$ cat config.mk
export PLATFORM = sky130hd
export DESIGN_NAME = vdi_ctrl
export DESIGN_NICKNAME = d
export VERILOG_FILES = /design/src/rtl/core/vdi_pkg.sv /design/src/rtl/core/vdi_ctrl.sv
export SDC_FILE = /design/constraint.sdc
export NUM_CORES = 1
export LEC_CHECK = 0
export BUFFER_PORTS_ARGS = -buffer_cell sky130_fd_sc_hd__clkbuf_2
export CORE_MARGIN = 3
export CORE_UTILIZATION = 51
export DETAILED_ROUTE_END_ITERATION = 8
export GPL_TIMING_DRIVEN = 0
export PLACE_DENSITY_LB_ADDON = 0.1
export SLEW_MARGIN = 20
export SYNTH_ARGS = -nofsm -noshare
export SYNTH_HDL_FRONTEND = slang
export SYNTH_SLANG_ARGS = --single-unit
$ cat constraint.sdc
create_clock -name aclk -period 6.75 [get_ports aclk]
set_clock_uncertainty 0.15 [all_clocks]
set_input_delay 1.35 -clock aclk [delete_from_list [all_inputs] [get_ports aclk]]
set_output_delay 1.35 -clock aclk [all_outputs]
set_load 0.02 [all_outputs]
$ cat src/rtl/core/vdi_pkg.sv
// shared constants, types and command/status bundles for the vertex dedup indexer
package vdi_pkg;

    localparam int VERTEX_CAPACITY = 4096;
    localparam int SLOT_COUNT      = 8192;

    localparam int SLOT_AW  = $clog2(SLOT_COUNT);
    localparam int KEY_AW   = $clog2(VERTEX_CAPACITY);
    localparam int ENTRY_W  = $clog2(VERTEX_CAPACITY + 1);
    localparam int IDX_W    = 12;
    localparam int WORD_W   = 32;
    localparam int KEY_W    = 8 * WORD_W;
    localparam int S_DATA_W = 272;
    localparam int M_DATA_W = 16;

    localparam logic [WORD_W-1:0] HASH_MUL_A = 32'd5209;
    localparam logic [WORD_W-1:0] HASH_MUL_B = 32'd1811;
    localparam logic [WORD_W-1:0] HASH_MUL_C = 32'd7297;

    typedef enum logic [2:0] {
        RES_HOLD = 3'd0,
        RES_PASS = 3'd1,
        RES_NEW  = 3'd2,
        RES_HIT  = 3'd3,
        RES_OVF  = 3'd4
    } res_sel_t;

    typedef struct packed {
        logic     capture;
        logic     clear_init;
        logic     clear_step;
        logic     probe_init;
        logic     probe_next;
        logic     insert;
        res_sel_t res_sel;
        logic     out_load;
    } vdi_cmd_t;

    typedef struct packed {
        logic start_mesh;
        logic dedup;
        logic clear_last;
        logic slot_empty;
        logic table_full;
        logic key_match;
        logic probe_last;
        logic out_free;
    } vdi_status_t;

endpackage

$ cat src/rtl/core/vdi_ctrl.sv
// controller state machine: clear sweep, hashing, linear probe, result hand-off
module vdi_ctrl
    import vdi_pkg::*;
(
    input  logic        aclk,
    input  logic        aresetn,
    input  logic        s_tvalid,
    output logic        s_tready,
    input  vdi_status_t status,
    output vdi_cmd_t    cmd
);

    typedef enum logic [7:0] {
        ST_CLEAR = 8'b0000_0001,
        ST_IDLE  = 8'b0000_0010,
        ST_HASH1 = 8'b0000_0100,
        ST_HASH2 = 8'b0000_1000,
        ST_SLOT  = 8'b0001_0000,
        ST_CHK   = 8'b0010_0000,
        ST_CMP   = 8'b0100_0000,
        ST_DONE  = 8'b1000_0000
    } state_t;

    state_t state_reg, state_next;
    logic   pending_reg, pending_next;

    always_ff @(posedge aclk) begin
        if (!aresetn) begin
            state_reg   <= ST_CLEAR;
            pending_reg <= 1'b0;
        end else begin
            state_reg   <= state_next;
            pending_reg <= pending_next;
        end
    end

    assign s_tready = (state_reg == ST_IDLE);

    always_comb begin
        state_next   = state_reg;
        pending_next = pending_reg;
        cmd          = '0;
        cmd.res_sel  = RES_HOLD;
        unique case (state_reg)
            ST_CLEAR: begin
                cmd.clear_step = 1'b1;
                if (status.clear_last) begin
                    if (!pending_reg) begin
                        state_next = ST_IDLE;
                    end else if (status.dedup) begin
                        state_next = ST_HASH1;
                    end else begin
                        cmd.res_sel = RES_PASS;
                        state_next  = ST_DONE;
                    end
                end
            end
            ST_IDLE: begin
                if (s_tvalid) begin
                    cmd.capture = 1'b1;
                    state_next  = ST_HASH1;
                end
            end
            ST_HASH1: begin
                // input registers are loaded now
                if (status.start_mesh && !pending_reg) begin
                    cmd.clear_init = 1'b1;
                    pending_next   = 1'b1;
                    state_next     = ST_CLEAR;
                end else if (!status.dedup) begin
                    cmd.res_sel = RES_PASS;
                    state_next  = ST_DONE;
                end else begin
                    state_next = ST_HASH2;
                end
            end
            ST_HASH2: begin
                cmd.probe_init = 1'b1;
                state_next     = ST_SLOT;
            end
            ST_SLOT: begin
                state_next = ST_CHK;
            end
            ST_CHK: begin
                if (status.slot_empty) begin
                    if (status.table_full) begin
                        cmd.res_sel = RES_OVF;
                    end else begin
                        cmd.insert  = 1'b1;
                        cmd.res_sel = RES_NEW;
                    end
                    state_next = ST_DONE;
                end else begin
                    state_next = ST_CMP;
                end
            end
            ST_CMP: begin
                if (status.key_match) begin
                    cmd.res_sel = RES_HIT;
                    state_next  = ST_DONE;
                end else if (status.probe_last) begin
                    cmd.res_sel = RES_OVF;
                    state_next  = ST_DONE;
                end else begin
                    cmd.probe_next = 1'b1;
                    state_next     = ST_SLOT;
                end
            end
            ST_DONE: begin
                if (status.out_free) begin
                    cmd.out_load = 1'b1;
                    pending_next = 1'b0;
                    state_next   = ST_IDLE;
                end
            end
            default: begin
                state_next = ST_IDLE;
            end
        endcase
    end

endmodule

Word-level counts from Yosys, hierarchy flattened
Cells that the tools add are included.

word-level totals
  register bits = 9
  latch bits = 0
  bits in writable memories = 0
  bits in read-only memories = 0
  input port bits = 11
  memories kept = 0

operators by class
  add/sub/neg operators = 0
  $mul = 0
  divide/modulo/power cells = 0
  order comparisons = 0
  equal/unequal tests = 12
  shift-type cells = 0
  mux-type cells = 36
  bitwise gates (word level) = 0
  reductions and logical operators = 5

operator list
  kind                  number
  $mux W8               10
  $pmux W8 S8           1
  $mux W1               18
  $mux W3               4
  $pmux W3 S4           1
  $eq A8 B1 Y1 const B  1
  $eq A8 B2 Y1 const B  1
  $eq A8 B3 Y1 const B  1
  $eq A8 B4 Y1 const B  1
  $eq A8 B5 Y1 const B  1
  $eq A8 B6 Y1 const B  1
  $eq A8 B7 Y1 const B  1
  $eq A8 B8 Y1 const B  1
  $ne A2 B2 Y1 const B  4
  $reduce_and A3 Y1     2
  $mux W4               1
  $pmux W1 S2           1
  $reduce_bool A2 Y1    1
  $logic_and A1 B1 Y1   1
  $logic_not A1 Y1      1

Logic depth before layout (Yosys ltp)
  depth after elaboration = 4
  depth in mapped cells = 6

Worst setup path before layout
Ideal clock, no wire load.

  path kind = input to output
  start = in status[4] (netlist bit)
  end = out cmd[2] (netlist bit)
  arrival = 2.403 ns
  data required time = 5.250 ns
  setup slack = 2.847 ns
  cell stages on the path = 3
  path through = nor2b_1 > nor3b_1 > nand2b_1

RTL lines
  item             line            RTL
  start, declared  vdi_ctrl.sv:9   input vdi_status_t status,
  end, declared    vdi_ctrl.sv:10  output vdi_cmd_t cmd

==> results.md <==
- Area delta synth->final: 22.4%
- Post-cts resize count: 0
- DP HPWL: 1.29 mm
- Layout Utilization: 69.6%
- Initial drt markers: 10
- H-tree depth: 1
- Vias in the first global route: 623
- Die ar.: 1770 um^2
- Drt wl/cell: 12.5 um
- Crit-path max cell delay: 0.25 ns
- Mean Syn Cell Area: 7.56 um^2
- Slew Viols, Final: 0
- Most used DFF post-synth: dfxtp_1
- Hold-fix buffers, CTS: 0
- Syn nets: 99
- Pre-CTS WS: 3.04 ns
- Worst Hold Class: flip-flop to flip-flop
- Final Critical Period: 3.69 ns
- Status: completed
- N_diodes: 0
- Fraction of registers with async set/reset: 0%
- Max frequency: 271 MHz
- Mapped cell area: 666 um^2
- Drt total wl: 1.59 mm
- Total Power: 0.135 mW
- TritonCTS clock tree: built
- Pre-antenna DRT Iters: 4
- Yosys cell types: 38
- Sum Neg Setup Slack: 0 ns
- Most frequent CP cell: clkbuf_2
- Boundary Pins: 22
- First-pass GRT wire length: 2.62 mm
- Hold Vio Cnt, Final: 0
- P_leak: 0.358 nW
- Final ANT Viol Nets: 0
- Clk_lat worst skew: 0.26 ns
- Cts bufs inserted: 3
- Hold endpoint: state_reg[5]$_SDFFE_PN0P_
- Number of buffers added on ports: 21
- Worst reg2reg endpoint: state_reg[1]$_SDFFE_PN0P_
- Max_slew headroom: 65.4%
- Slowest stage cell, crit path: nor3b_1
- Reg2reg path depth: 4
- Bufs and invs on worst path: 2
- CP Launch Type: input pin
- Max-capacitance violation count: 0
- Crit-path max FO: 3
- Most common cell after layout, fill and taps aside: clkbuf_2
- Mapped Cells: 88
- Initial core utilization: 56.8%
- Final GP Congestion: 0.797
- Placement row count: 12
- Inst Count DP: 123
- Hold Path Depth: 1
- Post-DR vias/cell: 5.80
- Worst-path clk slew: 0.06 ns
- Largest net degree at the start of global routing: 11
- GRT Overall Usage: 19.3%
- Vias: 737
- Max reg flops: 8
- Setup Fix Bufs, Post-CTS: 0
- CP Data Arrival Time: 2.19 ns
- R2r startpoint: state_reg[2]$_SDFFE_PN0P_
- Seq/Total Area, Yosys: 27.1%
- Peak supply drop: 102 uV
- Clock buffer depth: 2
- GRT overflow: 0
- RSZ-0062 raised after global routing: no
- CP delay by family, top: simple AND/OR/NAND/NOR gates
- Critical Path, Cell by Cell: clkbuf_2 -> nor2b_1 -> nor3b_1 -> nand2b_1 -> clkbuf_2
- Final setup vio count: 0
- Layout Nets: 125
- Initial antenna violation count: 0
- Total clock sinks: 9
- Final non-filler cell total: 127
- Fraction of layout instances using a drive strength above 1: 28.3%
- # DRC: 0
- Worst EP required: 5.25 ns
- Synth warn: 0
- Die Y: 42.1 um
- PwrDens: 166 nW/um^2
- Reg2reg setup slack: 4.69 ns
- EDFF count, synth: 0
- Worst Setup End Kind: output port
- Critical path class: input pin to output port
- Die W: 42.1 um
- Root Driver: clkbuf_4
- Worst-margin pin slew: 0.514 ns
- Yosys reg bits: 9
- PnR worst setup slack: 3.06 ns
- Hold Crit Start: state_reg[4]$_SDFFE_PN0P_
- Final clock period utilization by the worst path: 54.6%
- Core area: 1170 um^2
- Most frequent cells in the layout: clkbuf_2, nor2_1, dfxtp_1, nand2_1, o21ai_0
[kinds of logic after synthesis]
group,Yosys count,share of synthesized area (%)
buffers and inverters,7,3.95
xor gates and xnor gates,3,3.95
DFF,9,27.1
and+or+nand+nor,50,47.4
AOI/OAI and AO/OA,19,17.7
[stage by stage]
stage	hold WS, ns	instance area [um^2]
floorplan	0.378	666
global placement	0.405	788
detailed placement	0.414	788
CTS	0.422	815
global route	0.446	815
finish	0.421	815
[worst max-delay path by stage]
stage | depth (start not counted) | slack [ns] | startpoint | endpoint
floorplan | 3 | 2.85 | status[4] | cmd[2]
CTS | 5 | 3.04 | status[4] | cmd[2]
detailed placement | 5 | 3.04 | status[4] | cmd[2]
global placement | 5 | 3.12 | status[4] | cmd[2]
finish | 5 | 3.06 | status[4] | cmd[2]
global route | 7 | 2.87 | state_reg[6]$_SDFFE_PN0P_ | cmd[1]
[power by group]
group / leakage (nW) / total (mW) / internal (mW) / switching, mW
registers: 0.0732 / 0.0565 / 0.0552 / 0.00135
clock network: 0.0150 / 0.0422 / 0.0228 / 0.0194
logic: 0.270 / 0.0362 / 0.0151 / 0.0211
[layer usage]
metal  vias up  track usage [%]  wire length (um)
li1        375                -                 -
met1       330             22.1               726
met2        27             32.1               707
met3         5             2.58               109
met4         0             14.9                49
met5         -                0                 0
[cell type report]
| cell class | count | area, um^2 |
|---|---|---|
| multi-input cells | 72 | 459 |
| fillers | 103 | 357 |
| flip-flops and latches | 9 | 180 |
| repair buffers | 21 | 105 |
| clock buffers | 4 | 26.3 |
| well taps | 14 | 17.5 |
| plain buffers | 4 | 15.0 |
| inverters | 3 | 11.3 |
[synth_stat cells, types with 2 or more instances]
cell	count	area share, %
a21boi_0	2	2.3
a21oi_1	2	1.5
a31oi_1	2	1.9
and2_1	2	1.9
and3_1	2	1.9
clkbuf_1	4	2.3
dfxtp_1	9	27
inv_1	3	1.7
nand2_1	8	4.5
nand2b_1	4	3.8
nor2_1	9	5.1
nor3_1	6	4.5
o21ai_0	7	5.3
o22ai_1	2	1.9
or3_4	2	3.4
xnor2_1	2	2.6
Power figures use the tool's default switching activity.
